### config.mk
export PLATFORM = sky130hd
export DESIGN_NAME = leb_cell
export DESIGN_NICKNAME = d
export VERILOG_FILES = /design/src/sv/leb_pkg.sv /design/src/sv/leb_cell.sv
export SDC_FILE = /design/constraint.sdc
export NUM_CORES = 1
export LEC_CHECK = 0
export BUFFER_PORTS_ARGS = -buffer_cell sky130_fd_sc_hd__clkbuf_2
export CAP_MARGIN = 20
export CORE_MARGIN = 3
export CORE_UTILIZATION = 25
export CTS_CLUSTER_SIZE = 30
export DETAILED_ROUTE_END_ITERATION = 8
export GPL_TIMING_DRIVEN = 0
export MAX_ROUTING_LAYER = met4
export PLACE_DENSITY = 0.71
export SLEW_MARGIN = 10
export SYNTH_ARGS = -nofsm -noshare
export SYNTH_HDL_FRONTEND = slang
export SYNTH_SLANG_ARGS = --single-unit
export TNS_END_PERCENT = 1
### constraint.sdc
create_clock -name clk -period 2.65 [get_ports clk]
set_clock_uncertainty 0.1 [all_clocks]
set_input_delay 0.1325 -clock clk [delete_from_list [all_inputs] [get_ports clk]]
set_output_delay 0.1325 -clock clk [all_outputs]
set_load 0.005 [all_outputs]
### src/sv/leb_pkg.sv
// Shared types and operation codes for the line edit buffer.
// No dependencies; used by leb_cell and line_edit_buffer.
`default_nettype none

package leb_pkg;

  localparam logic [2:0] OP_INSERT    = 3'd0;
  localparam logic [2:0] OP_BACKSPACE = 3'd1;
  localparam logic [2:0] OP_DELETE    = 3'd2;
  localparam logic [2:0] OP_CLEAR     = 3'd3;
  localparam logic [2:0] OP_READ      = 3'd4;

  localparam int unsigned READ_SPAN  = 256;
  localparam int unsigned GROUP_SIZE = 16;

  typedef struct packed {
    logic       ins;
    logic       rem;
    logic       clr;
    logic [7:0] ch;
  } cell_ctrl_t;

endpackage

`default_nettype wire

### src/sv/leb_cell.sv
// One character cell of the line: holds a byte and trades it with its neighbors.
// Depends on leb_pkg for the control struct.
`default_nettype none

module leb_cell #(
  parameter int unsigned INDEX = 0,
  parameter int unsigned PW    = 9
) (
  input  wire logic                clk,
  input  wire logic                rst,
  input  wire leb_pkg::cell_ctrl_t ctrl,
  input  wire logic [PW-1:0]       pos,
  input  wire logic [7:0]          left_data,
  input  wire logic [7:0]          right_data,
  input  wire logic [7:0]          read_pos,
  output logic      [7:0]          data,
  output logic      [7:0]          read_data
);

  localparam logic [PW-1:0] MY_POS = PW'(INDEX);

  logic hit;

  always_ff @(posedge clk) begin
    if (rst) begin
      data <= 8'h00;
    end else if (ctrl.clr) begin
      data <= 8'h00;
    end else if (ctrl.ins) begin
      if (MY_POS == pos) begin
        data <= ctrl.ch;
      end else if (MY_POS > pos) begin
        data <= left_data;
      end
    end else if (ctrl.rem) begin
      if (MY_POS >= pos) begin
        data <= right_data;
      end
    end
  end

  assign hit       = (INDEX < leb_pkg::READ_SPAN) && (read_pos == 8'(INDEX));
  assign read_data = hit ? data : 8'h00;

endmodule

`default_nettype wire

==> impl_metrics.csv <==
group,metric,value,unit
layout,nets,165,
logic_synthesis,synth_seq_cells,8,
routing,drcViolationCount,0,
logic_synthesis,synth-simple-area-share,40.65,%
power_and_ir_drop,cellLeakagePower,0.4368,nW
logic_synthesis,synthAdderAreaFrac,0,%
floorplan,die_w,53.98,um
global_routing,grt_pass1_vias,556,
timing,final-max-slew-violation-count,0,
layout,n_antenna_cell,0,
floorplan,core.rowCount,16,
clock_tree,cts.repair.resized,0,
logic_synthesis,synth-compound-area-share,26.74,%
logic_synthesis,synth_top_family_by_area,"simple AND/OR/NAND/NOR gates",
routing,dr.pass1.iters,6,
global_routing,overflow,0,
timing,finalHoldViolCount,0,
placed_design,io_buffer_count,52,
routing,dr.first_iter.drc_count,6,
critical_path,reg2reg_slack,1870,ps
clock_tree,clkSinkCount,8,
power_and_ir_drop,power.density,303.4,nW/um^2
floorplan,initial_core_util,27.91,%
worst_hold_path,min_to,"data[0]",
routing,via_per_inst,4.597,
clock_tree,cts_buffer_depth,2,
logic_synthesis,synth_largest_area_cell,"dfxtp_1",
global_routing,grt_usage,11.76,%
worst_hold_path,hold_path_class,"input pin to flip-flop",
logic_synthesis,synth_commonest_cells,"nor2_1 (9), and2_1 (8), dfxtp_1 (8), nor2b_1 (8), o22a_2 (8)",
layout,areaGrowthSynthToFinish,55.00,%
critical_path,crit_top_cell,"clkbuf_2",
outcome,run_status,"complete, no violations",
routing,ant_nets,0,
timing,rsz0062_at_grt,"no",
placed_design,gp_congestion,0.7354,
critical_path,arrival,1180,ps
layout,drive_gt1_share,62.39,%
clock_tree,clkTransAtPathRegs,50,ps
clock_tree,clockRootBuffer,"clkbuf_4",
power_and_ir_drop,ir_worst_vdd,0.0001381,V
clock_tree,cts_hold_buf,0,
worst_hold_path,worstHoldStart,"right_data[0]",
logic_synthesis,yosysMostFrequentCell,"nor2_1",
floorplan,io_pins,62,
logic_synthesis,synth.area.top_cells,"dfxtp_1 (28%), o22a_2 (14%), a211oi_1 (9.1%)",
logic_synthesis,synth_cells,62,
logic_synthesis,yosysWarningCount,0,
routing,routed_wl,1675,um
layout,reg_top3,"data x8",
timing,setup_tns,0,ps
timing,worst_pin_slew,325.3,ps
timing,fmaxAchievable,708.5,MHz
floorplan,die_h,53.98,um
layout,regMostFlops,"data",
timing,period_needed,1411,ps
critical_path,slowest_stage,"or4_4",
layout,final_area,892.1,sq um
power_and_ir_drop,power,0.2707,mW
logic_synthesis,syn_avg_cell_area,9.283,sq um
logic_synthesis,async_flop_share,0,%
global_routing,antenna_found_initial,0,
placed_design,dpl_worst_slack,1234,ps
logic_synthesis,synthXorXnorAreaFrac,0,%
critical_path,startpoint_type,"input pin",
floorplan,fp.dieArea,2914,sq um
floorplan,core_area,2062,sq um
logic_synthesis,ys_types,19,
critical_path,cp-end-kind,"output pin",
critical_path,cp_data_required_time,2420,ps
placed_design,dp_hpwl,1497,um
logic_synthesis,synth_edf_count,0,
clock_tree,cts_htree_levels,1,
timing,fin_crit_sh,53.26,%
clock_tree,clk-insertion-delay-late,240,ps
logic_synthesis,syn_nets,108,
clock_tree,cts_tree,"yes",
clock_tree,cts_inserted_buffers,3,
logic_synthesis,syn_area,575.6,sq um
timing,slew_headroom,78.31,%
global_routing,grt_max_degree,11,
critical_path,r2r_end,"data[5]",
placed_design,placed_area,869.6,sq um
critical_path,cp_max_fo,8,
logic_synthesis,muxShareOfSynthArea,0,%
logic_synthesis,ys.flop_type,"dfxtp_1",
critical_path,crit_type,"input pin to output pin",
global_routing,grt_pass1_wl,2415,um
routing,wire_per_inst,11.63,um
critical_path,rr_worst_depth,1,
timing,setup_ws,1239,ps
worst_hold_path,whs_path_depth,4,
timing,final-setup-viol-count,0,
clock_tree,postCtsSetupBuffers,0,
layout,final_util,43.26,%
critical_path,path_cells,"clkbuf_2 > or4_4 > nor2_4 > and2_1 > clkbuf_2",
critical_path,cp_slowest_stage_delay,540,ps
layout,largest_reg_flops,8,
routing,vias,662,
critical_path,reg2reg_from,"data[5]",
logic_synthesis,synthDominantCellAreaShare,27.83,%
job,maxCapViolCount,0,
logic_synthesis,yosysSeqAreaShare,27.83,%
## cells by family after synthesis
group | after synthesis
simple gates | 34
compound gates | 16
flops | 8
buf+inv | 4
## power by group
part | leakage [nW] | switching (mW) | total, mW | internal, mW
clock | 0.0138 | 0.0380 | 0.0896 | 0.0516
sequential | 0.0644 | 0.000116 | 0.121 | 0.121
combinational | 0.359 | 0.0272 | 0.0604 | 0.0332
## cell usage in the layout, fill, tap and decap left out
master    netlist  routed
nor4_4          1       1
nor2_4          1       1
clkbuf_2        0      52
buf_4           1       1
o22a_2          8       8
nor3b_1         1       1
clkbuf_4        0       3
and4b_1         1       1
nor2b_1         8       8
nor3_4          1       1
a31oi_4         1       1
clkbuf_1        1       1
nor3_1          1       1
dfxtp_1         8       8
a211oi_1        7       7
or4_4           2       2
and2_1          8       8
buf_6           1       1
buf_2           1       1
nor2_1          9       9
or2_2           1       1
## per-layer routing
layer  wire (um)  up-vias  GRT usage, %
met4          36        0         8.714
met2         779       39         18.95
li1            -      338             -
met3         161        4        0.8310
met5           0        -             -
met1         698      281         13.58
## worst max path at each step
stage                           start            to  slack (ps)  depth (start not counted)
after floorplan           read_pos[5]  read_data[0]        1460                          3
after global placement    read_pos[5]  read_data[7]        1260                          5
after detailed placement  read_pos[5]  read_data[0]        1230                          5
after CTS                 read_pos[5]  read_data[0]        1230                          5
after global routing      read_pos[5]  read_data[3]        1200                          5
final                     read_pos[5]  read_data[0]        1240                          5
## final cells by class
class | count | area (sq um)
Tap cell | 27 | 33.78
Fill cell | 211 | 1170
Buffer | 4 | 27.53
Timing Repair Buffer | 52 | 260.3
Sequential cell | 8 | 160.2
Multi-Input combinational cell | 50 | 387.9
Clock buffer | 3 | 22.52
## stage by stage
step	cells	hold slack (ps)
after floorplan	62	331.6
after global placement	141	401.1
after detailed placement	141	406.5
after CTS	144	246.6
after global routing	144	245.5
final	144	248.0
## worst max-delay path, delay by kind of cell
kind / cells / cell delay (ps)
buf+inv: 2 / 200
simple gates: 3 / 850
No activity file was read; power rests on OpenSTA's default activity.
